==> src/hdl/pixel_darken_scaler_top_macros.svh <==
// Assertion macros for the pixel darken scaler.
// Used by pixel_darken_scaler_top; needs nothing else.
`ifndef PIXEL_DARKEN_SCALER_TOP_MACROS_SVH
`define PIXEL_DARKEN_SCALER_TOP_MACROS_SVH

// same-cycle implication
`define PDSC_ASSERT_NOW(label, clk, rst, ante, cons, msg) \
  label: assert property (@(posedge clk) disable iff (rst) (ante) |-> (cons)) \
    else $error(msg);

// next-cycle implication
`define PDSC_ASSERT_NEXT(label, clk, rst, ante, cons, msg) \
  label: assert property (@(posedge clk) disable iff (rst) (ante) |=> (cons)) \
    else $error(msg);

`endif

==> src/hdl/pdsc_pkg.sv <==
// Shared types and constants for the pixel darken scaler.
// No dependencies.
`default_nettype none

package pdsc_pkg;

  localparam int PADDR_W = 4;
  localparam int PDATA_W = 32;

  localparam int PIX_W   = 24;
  localparam int LEVEL_W = 10;
  localparam int SCALE_W = 9;
  localparam int QUO_W   = 15;
  localparam int NUM_W   = SCALE_W + QUO_W;
  localparam int PROD_W  = 8 + QUO_W;
  localparam int RECIP_W = 15;
  localparam int RP_W    = 14 + RECIP_W;

  // restoring divider: bits per stage and stage count
  localparam int DIV_BITS   = 3;
  localparam int DIV_STAGES = QUO_W / DIV_BITS;

  // pipeline stage indexes
  localparam int ST_DEC      = 0;
  localparam int ST_MUL      = 1;
  localparam int ST_DIV0     = 2;
  localparam int ST_DIV_LAST = ST_DIV0 + DIV_STAGES - 1;
  localparam int ST_CHMUL    = ST_DIV_LAST + 1;
  localparam int ST_CHDIV    = ST_CHMUL + 1;
  localparam int ST_OUT      = ST_CHDIV + 1;
  localparam int NUM_STAGES  = ST_OUT + 1;

  // pixel format codes
  localparam logic [1:0] FMT_RGB888 = 2'd0;
  localparam logic [1:0] FMT_RGB565 = 2'd1;
  localparam logic [1:0] FMT_RGB555 = 2'd2;

  localparam logic [QUO_W-1:0] FULL_888 = 15'd32767;
  localparam logic [QUO_W-1:0] FULL_16  = 15'd255;

  // x / d == (x * RECIP) >> SH for the product ranges seen here
  localparam logic [RECIP_W-1:0] RECIP_31 = 15'd8457;
  localparam int                 SH_31    = 18;
  localparam logic [RECIP_W-1:0] RECIP_63 = 15'd16645;
  localparam int                 SH_63    = 20;

  typedef enum logic [1:0] {
    REG_FORMAT = 2'd0,
    REG_ORDER  = 2'd1,
    REG_FLOOR  = 2'd2,
    REG_SCALE  = 2'd3
  } reg_idx_t;

  typedef struct packed {
    logic [1:0]         pixel_format;
    logic               byte_order_big;
    logic [QUO_W-1:0]   darkness_floor;
    logic [SCALE_W-1:0] level_scale;
  } cfg_t;

  localparam cfg_t CFG_RESET = '{
    pixel_format:   FMT_RGB888,
    byte_order_big: 1'b0,
    darkness_floor: 15'd0,
    level_scale:    9'd16
  };

endpackage

`default_nettype wire

==> src/hdl/pdsc_div.sv <==
// Pipelined restoring divider for the brightness factor, DIV_BITS per stage.
// Depends on pdsc_pkg.
`default_nettype none

module pdsc_div (
  input  logic                              clk,
  input  logic [pdsc_pkg::DIV_STAGES-1:0]   en,
  input  logic [pdsc_pkg::NUM_W-1:0]        num,
  input  logic [pdsc_pkg::SCALE_W-1:0]      sc,
  output logic [pdsc_pkg::QUO_W-1:0]        quo
);
  import pdsc_pkg::*;

  // rem < sc always; low holds unconsumed dividend bits, quotient shifts in
  logic [SCALE_W-1:0] rem [DIV_STAGES];
  logic [QUO_W-1:0]   low [DIV_STAGES];
  logic [NUM_W-1:0]   nxt [DIV_STAGES];

  function automatic logic [NUM_W-1:0] div_steps(input logic [SCALE_W-1:0] r_in,
                                                 input logic [QUO_W-1:0]   l_in,
                                                 input logic [SCALE_W-1:0] d);
    logic [SCALE_W-1:0] r;
    logic [QUO_W-1:0]   l;
    logic [SCALE_W:0]   t;
    logic               qb;
    r = r_in;
    l = l_in;
    for (int i = 0; i < DIV_BITS; i++) begin
      t  = {r, l[QUO_W-1]};
      qb = (t >= {1'b0, d});
      if (qb) begin
        t = t - {1'b0, d};
      end
      r = t[SCALE_W-1:0];
      l = {l[QUO_W-2:0], qb};
    end
    return {r, l};
  endfunction

  always_comb begin
    nxt[0] = div_steps(num[NUM_W-1:QUO_W], num[QUO_W-1:0], sc);
    for (int k = 1; k < DIV_STAGES; k++) begin
      nxt[k] = div_steps(rem[k-1], low[k-1], sc);
    end
  end

  always_ff @(posedge clk) begin
    for (int k = 0; k < DIV_STAGES; k++) begin
      if (en[k]) begin
        rem[k] <= nxt[k][NUM_W-1:QUO_W];
        low[k] <= nxt[k][QUO_W-1:0];
      end
    end
  end

  assign quo = low[DIV_STAGES-1];

endmodule

`default_nettype wire

==> src/hdl/pdsc_cfg.sv <==
// APB register file holding the scaler configuration.
// Depends on pdsc_pkg.
`default_nettype none

module pdsc_cfg (
  input  logic                          clk,
  input  logic                          rst,
  input  logic                          psel,
  input  logic                          penable,
  input  logic                          pwrite,
  input  logic [pdsc_pkg::PADDR_W-1:0]  paddr,
  input  logic [pdsc_pkg::PDATA_W-1:0]  pwdata,
  output logic [pdsc_pkg::PDATA_W-1:0]  prdata,
  output logic                          pready,
  output pdsc_pkg::cfg_t                cfg
);
  import pdsc_pkg::*;

  reg_idx_t idx;
  logic     wr;

  assign pready = 1'b1;
  assign idx    = reg_idx_t'(paddr[3:2]);
  assign wr     = psel && penable && pwrite && pready;

  always_ff @(posedge clk) begin
    if (rst) begin
      cfg <= CFG_RESET;
    end else if (wr) begin
      unique case (idx)
        REG_FORMAT: cfg.pixel_format   <= pwdata[1:0];
        REG_ORDER:  cfg.byte_order_big <= pwdata[0];
        REG_FLOOR:  cfg.darkness_floor <= pwdata[QUO_W-1:0];
        REG_SCALE:  cfg.level_scale    <= pwdata[SCALE_W-1:0];
        default:    cfg                <= cfg;
      endcase
    end
  end

  always_comb begin
    prdata = '0;
    unique case (idx)
      REG_FORMAT: prdata[1:0]         = cfg.pixel_format;
      REG_ORDER:  prdata[0]           = cfg.byte_order_big;
      REG_FLOOR:  prdata[QUO_W-1:0]   = cfg.darkness_floor;
      REG_SCALE:  prdata[SCALE_W-1:0] = cfg.level_scale;
      default:    prdata              = '0;
    endcase
  end

endmodule

`default_nettype wire

==> src/hdl/pixel_darken_scaler_top.sv <==
// Pixel darken scaler: scales the color channels of one pixel word by a level factor.
// One word per cycle sustained while the result side does not stall.
// Throughput is set by the five-stage restoring divider and the channel multipliers,
// all fully pipelined. Stalls back up stage by stage; bubbles collapse.
// Synchronous reset clears valid bits and the config registers; no clearing pass.
// Depends on pdsc_pkg, pdsc_div, pdsc_cfg and pixel_darken_scaler_top_macros.svh.
`default_nettype none

module pixel_darken_scaler_top (
  input  logic                                 clk,
  input  logic                                 rst,
  // config port
  input  logic                                 psel,
  input  logic                                 penable,
  input  logic                                 pwrite,
  input  logic [pdsc_pkg::PADDR_W-1:0]         paddr,
  input  logic [pdsc_pkg::PDATA_W-1:0]         pwdata,
  output logic [pdsc_pkg::PDATA_W-1:0]         prdata,
  output logic                                 pready,
  // pixel word in
  input  logic                                 pix_valid,
  output logic                                 pix_stall,
  input  logic [pdsc_pkg::PIX_W-1:0]           pixel_in,
  input  logic signed [pdsc_pkg::LEVEL_W-1:0]  level,
  // result word out
  output logic                                 res_valid,
  input  logic                                 res_stall,
  output logic [pdsc_pkg::PIX_W-1:0]           pixel_out
);
  import pdsc_pkg::*;
  `include "pixel_darken_scaler_top_macros.svh"

  cfg_t cfg;

  // stage handshake: rdy[s] means stage s can load this cycle
  logic [NUM_STAGES-1:0] v, rdy, src_v, en;

  // sideband that travels through every stage
  logic [PIX_W-1:0]      pix_q [NUM_STAGES];
  logic [NUM_STAGES-1:0] neg_q;

  // config-derived values; the user keeps them static while words are in flight, the block does not enforce it
  logic [SCALE_W-1:0] sc;
  logic [QUO_W-1:0]   full_c, floor_c, span_c;

  logic [SCALE_W-1:0] lvl_in, lvl_c, lvl_q;
  logic [NUM_W-1:0]   num_q;
  logic [QUO_W-1:0]   quo, fac;

  logic [PIX_W-1:0]   ps_m, ps_o;
  logic [7:0]         lo_m, hi_m, lo_o, hi_o, lo_p, hi_p;
  logic [7:0]         ch     [3];
  logic [PROD_W-1:0]  prod_q [3];
  logic [7:0]         q0     [3];
  logic [QUO_W:0]     rsum   [3];
  logic [7:0]         d888   [3];
  logic [RP_W-1:0]    rp     [3];
  logic [7:0]         d888_q [3];
  logic [RP_W-1:0]    rp_q   [3];
  logic [7:0]         dch    [3];
  logic [PIX_W-1:0]   res_c, out_q;

  pdsc_cfg u_cfg (
    .clk     (clk),
    .rst     (rst),
    .psel    (psel),
    .penable (penable),
    .pwrite  (pwrite),
    .paddr   (paddr),
    .pwdata  (pwdata),
    .prdata  (prdata),
    .pready  (pready),
    .cfg     (cfg)
  );

  // ---------------------------------------------------------------------------
  // Pipeline flow control
  // ---------------------------------------------------------------------------
  always_comb begin
    src_v[ST_DEC] = pix_valid;
    for (int s = 1; s < NUM_STAGES; s++) begin
      src_v[s] = v[s-1];
    end
    rdy[ST_OUT] = !v[ST_OUT] || !res_stall;
    for (int s = NUM_STAGES - 2; s >= 0; s--) begin
      rdy[s] = !v[s] || rdy[s+1];
    end
    en = rdy & src_v;
  end

  always_ff @(posedge clk) begin
    if (rst) begin
      v <= '0;
    end else begin
      for (int s = 0; s < NUM_STAGES; s++) begin
        if (rdy[s]) begin
          v[s] <= src_v[s];
        end
      end
    end
  end

  always_ff @(posedge clk) begin
    if (en[ST_DEC]) begin
      pix_q[ST_DEC] <= pixel_in;
      neg_q[ST_DEC] <= level[LEVEL_W-1];
    end
    for (int s = 1; s < NUM_STAGES; s++) begin
      if (en[s]) begin
        pix_q[s] <= pix_q[s-1];
        neg_q[s] <= neg_q[s-1];
      end
    end
  end

  assign pix_stall = !rdy[ST_DEC];
  assign res_valid = v[ST_OUT];
  assign pixel_out = out_q;

  // ---------------------------------------------------------------------------
  // Factor: floor + lvl * (full - floor) / scale
  // ---------------------------------------------------------------------------
  always_comb begin
    sc      = (cfg.level_scale == '0) ? SCALE_W'(1) : cfg.level_scale;
    full_c  = (cfg.pixel_format == FMT_RGB888) ? FULL_888 : FULL_16;
    floor_c = (cfg.darkness_floor > full_c) ? full_c : cfg.darkness_floor;
    span_c  = full_c - floor_c;
    lvl_in  = level[SCALE_W-1:0];
    lvl_c   = (lvl_in > sc) ? sc : lvl_in;
  end

  // decode stage: clamp the level
  always_ff @(posedge clk) begin
    if (en[ST_DEC]) begin
      lvl_q <= lvl_c;
    end
  end

  // numerator; stays below sc << QUO_W so the quotient fits QUO_W bits
  always_ff @(posedge clk) begin
    if (en[ST_MUL]) begin
      num_q <= NUM_W'(lvl_q) * NUM_W'(span_c);
    end
  end

  pdsc_div u_div (
    .clk (clk),
    .en  (en[ST_DIV_LAST:ST_DIV0]),
    .num (num_q),
    .sc  (sc),
    .quo (quo)
  );

  // ---------------------------------------------------------------------------
  // Channel multiply: ch0 = blue/byte0, ch1 = green/byte1, ch2 = red/byte2
  // ---------------------------------------------------------------------------
  assign fac  = floor_c + quo;
  assign ps_m = pix_q[ST_DIV_LAST];
  assign lo_m = cfg.byte_order_big ? ps_m[15:8] : ps_m[7:0];
  assign hi_m = cfg.byte_order_big ? ps_m[7:0]  : ps_m[15:8];

  always_comb begin
    case (cfg.pixel_format)
      FMT_RGB565: begin
        ch[0] = {3'b000, lo_m[4:0]};
        ch[1] = {2'b00, hi_m[2:0], lo_m[7:5]};
        ch[2] = {3'b000, hi_m[7:3]};
      end
      FMT_RGB555: begin
        // top bit of the high byte is ignored
        ch[0] = {3'b000, lo_m[4:0]};
        ch[1] = {3'b000, hi_m[1:0], lo_m[7:5]};
        ch[2] = {3'b000, hi_m[6:2]};
      end
      default: begin
        ch[0] = ps_m[7:0];
        ch[1] = ps_m[15:8];
        ch[2] = ps_m[23:16];
      end
    endcase
  end

  always_ff @(posedge clk) begin
    if (en[ST_CHMUL]) begin
      for (int i = 0; i < 3; i++) begin
        prod_q[i] <= PROD_W'(ch[i]) * PROD_W'(fac);
      end
    end
  end

  // ---------------------------------------------------------------------------
  // Channel divide.
  // 24-bit: p / 32767 = (p >> 15) + one correction, since p = q*32767 + (lo + q).
  // 15/16-bit: products stay below 2^14, reciprocal multiply by 1/31 or 1/63.
  // ---------------------------------------------------------------------------
  always_comb begin
    for (int i = 0; i < 3; i++) begin
      q0[i]   = prod_q[i][PROD_W-1:QUO_W];
      rsum[i] = {1'b0, prod_q[i][QUO_W-1:0]} + (QUO_W+1)'(q0[i]);
      d888[i] = q0[i] + 8'(rsum[i] >= {1'b0, FULL_888});
      if (cfg.pixel_format == FMT_RGB565 && i == 1) begin
        rp[i] = RP_W'(prod_q[i][13:0]) * RP_W'(RECIP_63);
      end else begin
        rp[i] = RP_W'(prod_q[i][13:0]) * RP_W'(RECIP_31);
      end
    end
  end

  always_ff @(posedge clk) begin
    if (en[ST_CHDIV]) begin
      for (int i = 0; i < 3; i++) begin
        d888_q[i] <= d888[i];
        rp_q[i]   <= rp[i];
      end
    end
  end

  // ---------------------------------------------------------------------------
  // Repack into the input layout; negative level passes the bytes through
  // ---------------------------------------------------------------------------
  assign ps_o = pix_q[ST_CHDIV];
  assign lo_o = cfg.byte_order_big ? ps_o[15:8] : ps_o[7:0];
  assign hi_o = cfg.byte_order_big ? ps_o[7:0]  : ps_o[15:8];

  always_comb begin
    for (int i = 0; i < 3; i++) begin
      if (cfg.pixel_format == FMT_RGB565 && i == 1) begin
        dch[i] = rp_q[i][SH_63 +: 8];
      end else begin
        dch[i] = rp_q[i][SH_31 +: 8];
      end
    end

    if (cfg.pixel_format == FMT_RGB565) begin
      lo_p = {dch[1][4:2], dch[0][7:3]};
      hi_p = {dch[2][7:3], dch[1][7:5]};
    end else begin
      lo_p = {dch[1][5:3], dch[0][7:3]};
      hi_p = {1'b0, dch[2][7:3], dch[1][7:6]};
    end
    if (neg_q[ST_CHDIV]) begin
      lo_p = lo_o;
      hi_p = hi_o;
    end

    case (cfg.pixel_format) inside
      FMT_RGB888: begin
        res_c = neg_q[ST_CHDIV] ? ps_o : {d888_q[2], d888_q[1], d888_q[0]};
      end
      FMT_RGB565, FMT_RGB555: begin
        res_c = cfg.byte_order_big ? {8'h00, lo_p, hi_p} : {8'h00, hi_p, lo_p};
      end
      default: begin
        res_c = ps_o;
      end
    endcase
  end

  // output register; holds while the downstream side stalls
  always_ff @(posedge clk) begin
    if (en[ST_OUT]) begin
      out_q <= res_c;
    end
  end

  // ---------------------------------------------------------------------------
  // Assertions
  // ---------------------------------------------------------------------------
  `PDSC_ASSERT_NEXT(a_enter, clk, rst, pix_valid && !pix_stall, v[ST_DEC], "accepted word lost at entry")
  `PDSC_ASSERT_NOW(a_full_stall, clk, rst, (&v) && res_stall, pix_stall, "input taken while pipeline full and stalled")
  `PDSC_ASSERT_NOW(a_darker, clk, rst, v[ST_OUT] && !neg_q[ST_OUT] && cfg.pixel_format == FMT_RGB888, out_q[7:0] <= pix_q[ST_OUT][7:0] && out_q[15:8] <= pix_q[ST_OUT][15:8] && out_q[23:16] <= pix_q[ST_OUT][23:16], "24-bit channel brighter than input")

endmodule

`default_nettype wire

==> config.mk <==
export PLATFORM = sky130hd
export DESIGN_NAME = pixel_darken_scaler_top
export DESIGN_NICKNAME = d
export VERILOG_FILES = /design/src/hdl/pdsc_pkg.sv /design/src/hdl/pdsc_div.sv /design/src/hdl/pdsc_cfg.sv /design/src/hdl/pixel_darken_scaler_top.sv
export VERILOG_INCLUDE_DIRS = /design/src /design/src/hdl
export SDC_FILE = /design/constraint.sdc
export NUM_CORES = 2
export LEC_CHECK = 0
export BUFFER_PORTS_ARGS = -buffer_cell sky130_fd_sc_hd__buf_2
export CORE_MARGIN = 5
export CORE_UTILIZATION = 25
export CTS_CLUSTER_SIZE = 16
export DETAILED_ROUTE_END_ITERATION = 12
export PLACE_DENSITY_LB_ADDON = 0.05
export SETUP_SLACK_MARGIN = 0.02
export SYNTH_ARGS = -nofsm -noshare
export SYNTH_HDL_FRONTEND = slang
export SYNTH_SLANG_ARGS = --single-unit
==> constraint.sdc <==
create_clock -name clk -period 13.5 [get_ports clk]
set_clock_uncertainty 0.2 [all_clocks]
set_input_delay 0 -clock clk [delete_from_list [all_inputs] [get_ports clk]]
set_output_delay 0 -clock clk [all_outputs]
set_load 0.01 [all_outputs]
Word-level counts from Yosys, hierarchy flattened
Memories as Yosys holds them, arrays and structs flattened.
Index checks and enable logic that the tools add are counted.

operators by class
  bitwise operators = 1
  reductions and logical operators = 32
  $mul = 8
  equality and inequality tests = 5
  $add $sub $neg = 23
  mux-type cells = 58
  $lt $le $gt $ge = 20

operators by type and width
  operator                                                                 number
  9-bit 2-to-1 mux                                                         17
  10-bit by 9-bit >= comparator with 1-bit output                          15
  9-bit subtractor                                                         15
  14-bit by 14-bit multiplier with 28-bit output, second input constant    3
  24-bit 2-to-1 mux                                                        3
  8-bit 2-to-1 mux                                                         9
  8-bit by 15-bit multiplier with 23-bit output                            3
  15-bit by 8-bit adder with 16-bit output                                 3
  16-bit by 15-bit >= comparator with 1-bit output, second input constant  3
  24-bit case mux with 2 select lines                                      1
  15-bit 2-to-1 mux                                                        2
  14-bit by 15-bit multiplier with 29-bit output, second input constant    1
  29-bit 2-to-1 mux                                                        1
  8-bit by 1-bit adder with 8-bit output                                   3
  9-bit by 15-bit multiplier with 24-bit output                            1
  1-bit 2-to-1 mux                                                         20
  16-bit 2-to-1 mux                                                        1
  15-bit adder                                                             1
  15-bit > comparator                                                      1
  15-bit subtractor                                                        1
  7-bit case mux with 2 select lines                                       1
  1-bit zero test                                                          12
  10-bit AND                                                               1
  1-bit logical OR                                                         10
  11 further kinds                                                         19

word-level totals
  output and inout bits = 59
  register bits = 103
  bits in writable memories = 540
  input port bits = 77
  memories kept = 6
  word-level logic and storage cells = 179

memory list
  name       depth  width  read ports  clocked after memory_dff  write ports  RTL line                       RTL
  pix_q      10     24     9           0                         10           pixel_darken_scaler_top.sv:39  logic [PIX_W-1:0] pix_q [NUM_STAGES];
  rp_q       3      29     3           0                         3            pixel_darken_scaler_top.sv:59  logic [RP_W-1:0] rp_q [3];
  u_div.low  5      15     5           0                         5            pdsc_div.sv:16                 logic [QUO_W-1:0] low [DIV_STAGES];
  prod_q     3      23     3           0                         3            pixel_darken_scaler_top.sv:53  logic [PROD_W-1:0] prod_q [3];
  u_div.rem  5      9      4           0                         5            pdsc_div.sv:15                 logic [SCALE_W-1:0] rem [DIV_STAGES];
  d888_q     3      8      3           0                         3            pixel_darken_scaler_top.sv:58  logic [7:0] d888_q [3];

Logic depth before layout (Yosys ltp)
  depth after elaboration = 14
  mapped depth = 40

Cells and area by module
From an unflattened synthesis, not the netlist that was laid out.

second synthesis, totals
  cell total of the unflattened synthesis = 4610
  area, all modules = 48901.9 sq um

by module, submodules not included
  module                   area an instance (sq um)  cells an instance  instances
  pixel_darken_scaler_top  37305.8                   3470               1
  pdsc_div                 10103.4                   982                1
  pdsc_cfg                 1492.7                    158                1

Least setup slack after synthesis
OpenSTA, ideal clock, no wires.

  path kind = reg-to-reg
  from = reg u_cfg.cfg[25] (netlist name)
  to = mem prod_q[0][67] (netlist bit) (data pin)
  cell stages (with the launch flop) = 36
  path slack = 4060 ps
  data arrival time = 8970 ps
  library setup time = 270 ps
  buffers on the path = 4
  cell sequence = dfxtp_1 inv_1 ha_1 clkbuf_1 clkinv_1 ha_1 nand4_1 or4_1 o21a_1 clkbuf_1 nor2_1 clkbuf_1 inv_1 ha_1 a21o_1 a21oi_1 o21a_1 o31ai_1 o41ai_1 xor2_1 clkbuf_1 nor2_1 fa_1 fa_1 fa_1 inv_1 fa_1 inv_1 ha_1 a21o_1 a21o_1 o31a_1 a31oi_1 o21a_1 nor4b_1 or3b_2

RTL lines
  what           RTL line
  end, declared  pixel_darken_scaler_top.sv:53

==> qor.yml <==
crit_family: "adder cells"
hold_viol_final: 0
fp-row-count: 161
p_leak_nw: 24.1
drv_slew: 0
yosysSeqAreaShare_pct: 32.9
firstDrtPassIters: 4
grt_pass1_wl_um: 219000
synthArstFlopShare_pct: 0
numCtsBuffers: 75
synth.cell_area_um2: 48100
final_net_count: 5957
grt_use_total_pct: 14.1
worstPathRequired_ns: 13.72
syn_inst: 4546
fillers: 20100
dieHeight_um: 449
seqPwrFrac_pct: 23.3
fmax_ghz: 0.0873
pwr_density_cell_nw_per_um2: 174
synth_cell_types: 74
tightest_slew_ns: 1.08
final_cell_mix: "683 x ha_1, 604 x inv_1, 503 x edfxtp_1"
cts_htree_levels: 3
fp.dieW_um: 449
drt_iter0_drc: 1490
start_kind: "flop"
routedWlPerCell_um: 19.1
die_area_um2: 201000
wirelength_um: 142000
drive_above_1_share_pct: 9.85
grt_pass1_vias: 35600
critPathKind: "flop to flop"
p_sw_w: 0.00377
layout_commonest_cell: "ha_1"
ant_nets: 0
area_growth_pct: 16.1
synth-seq-cells: 540
max_slew_margin_pct: 27.5
coreArea_um2: 192000
place_hpwl_um: 108000
cp-end-kind: "flop"
rrSetupSlack_ns: 2.05
io_pins: 136
vias: 32700
grt_max_degree: 63
switching_share_pct: 38.8
rsz0062_at_grt: "no"
ctsRootBufferMaster: "clkbuf_16"
vias_per_cell: 4.41
comb_power_share_pct: 55.8
critPathSlowestCell: "clkinv_1"
yosysWarnings: 0
insertion_delay_ns: 0.69
critical_path_arrival_ns: 11.67
clock-sinks: 540
ir_drop_mv: 0.363
intPower_w: 0.00595
cts.clk_slew.worst_paths_ns: 0.06
io_buffers: 98
max_cap_violations: 0
place_congestion: 0.754
synth_edf_count: 503
setup-violations-final: 0
slowest_delay_ns: 0.81
grt-ovfl-total: 0
fin_crit_sh_pct: 84.8
initial_core_util_pct: 25.1
clkPwrFrac_pct: 20.9
synth_flop_cell: "edfxtp_1"
antenna_found_initial: 8
min_path_type: "primary input to flop"
tns_ns: 0
cts_tree: "built"
status: "finished, final reports clean"
syn_area_per_cell_um2: 10.6
path_buf_inv: 8
period_needed_ns: 11.45
cts_buffer_depth: 3
p_total_w: 0.00972
crit_fanout: 27
remaining_drc_errors: 0
## metrics by stage
step	std cells	cell area (µm²)	setup slack [ns]	hold WS, ns	util [%]
after global routing	7410	55900	1.35	0.0986	29.1
after floorplan	4562	48200	4.06	-0.101	-
final	7410	55900	2.05	0.0596	29.1
after CTS	7409	55900	1.87	0.0138	29.1
after detailed placement	7153	52200	1.90	-0.0214	27.2
after global placement	7153	52200	1.93	-0.0225	27.2
## per-layer routing
metal	global-route usage, %	wire [µm]	vias to the layer above
met3	1.86	3250	129
met2	25.6	71800	268
met1	17.8	63500	16100
li1	-	-	16200
met4	3.33	3240	0
met5	0	0	-
## worst register-to-register path: cells and delay by family (launching register included)
kind                       cells  cell delay, ns
AOI/OAI and AO/OA             10            2.79
xor gates and xnor gates       1            0.15
adders and majority gates      8            3.33
buffers and inverters          8            2.10
DFF                            1            0.34
muxes                          1            0.26
and+or+nand+nor                6            2.04
## registers in the layout (all words and copies together) (netlist names)
name       cells
prod_q        69
u_cfg.cfg     27
lvl_q          9
neg_q          9
v             10
pixel_out     24
u_div.low     75
u_div.rem     36
num_q         24
rp_q          17
d888_q        24
pix_q        216
## power by group through the flow
stage | clock network (W) | registers (W) | logic (W)
global route | 0.00219 | 0.00228 | 0.00617
global placement | 0 | 0.00230 | 0.00553
CTS | 0.00213 | 0.00227 | 0.00556
finish | 0.00203 | 0.00227 | 0.00542
floorplan | 0 | 0.00227 | 0.00430
detailed placement | 0 | 0.00230 | 0.00546
## kinds of logic (layout without fill, tap and decap cells)
logic type | Yosys count | in the layout | synth area share [%]
fa+ha+maj | 1057 | 1057 | 33.3
simple gates | 1127 | 1127 | 10.8
mux | 149 | 149 | 3.49
buf+inv | 730 | 1051 | 5.84
flops | 540 | 540 | 32.9
other cells | 2 | 19 | 0.0156
xor+xnor | 223 | 223 | 4.06
compound gates | 718 | 718 | 9.57
## Yosys cell counts, drive strengths merged, types with 18 or more instances
cell | count | share of area, %
a211oi | 28 | 0.46
a21o | 84 | 1.3
a21oi | 214 | 2.2
a22oi | 35 | 0.55
a31oi | 18 | 0.23
and2 | 61 | 0.79
buf | 28 | 0.37
clkbuf | 93 | 0.73
dfxtp | 37 | 1.5
edfxtp | 503 | 31
fa | 374 | 16
ha | 683 | 18
inv | 607 | 4.7
mux2 | 99 | 2.3
mux2i | 45 | 0.94
nand2 | 221 | 1.7
nand2b | 65 | 0.84
nand3 | 52 | 0.54
nand4 | 47 | 0.61
nor2 | 486 | 3.8
nor2b | 54 | 0.70
nor3 | 43 | 0.45
o21a | 32 | 0.50
o21ai | 155 | 1.6
o21bai | 33 | 0.51
o31ai | 18 | 0.28
or2 | 43 | 0.56
xnor2 | 145 | 2.6
xor2 | 78 | 1.4
## worst paths after layout
| path | startpoint | end | cells after the start |
|---|---|---|---|
| min | pwrite | u_cfg.cfg[14]$_SDFFE_PP0P_ | 5 |
| min reg2reg | pix_q[7][12]$_DFFE_PP_ | pix_q[8][12]$_DFFE_PP_ | 0 |
| max reg2reg | u_cfg.cfg[25]$_SDFFE_PP0P_ | prod_q[0][45]$_DFFE_PP_ | 34 |
| max | u_cfg.cfg[25]$_SDFFE_PP0P_ | prod_q[0][45]$_DFFE_PP_ | 34 |
## final cells by class
type                            count  area, µm²  area share (%)
Antenna cell                        1       2.50         0.00448
Clock buffer                       97       1980            3.55
Timing Repair Buffer              305       2340            4.19
Clock inverter                     40        514           0.920
Sequential cell                   540      15800            28.4
Multi-Input combinational cell   3292      29700            53.2
Inverter                          609       2290            4.09
Tap cell                         2526       3160            5.66
## repair_timing
| item | in CTS | in global routing |
|---|---|---|
| resized for setup | 0 | 0 |
| endpoints found under the hold margin | 133 | 0 |
| setup endpoints to repair | 0 | 0 |
| hold buffers | 119 | 0 |
| setup buffers | 0 | 0 |
Note: power is estimated with default switching activity, not from simulation.
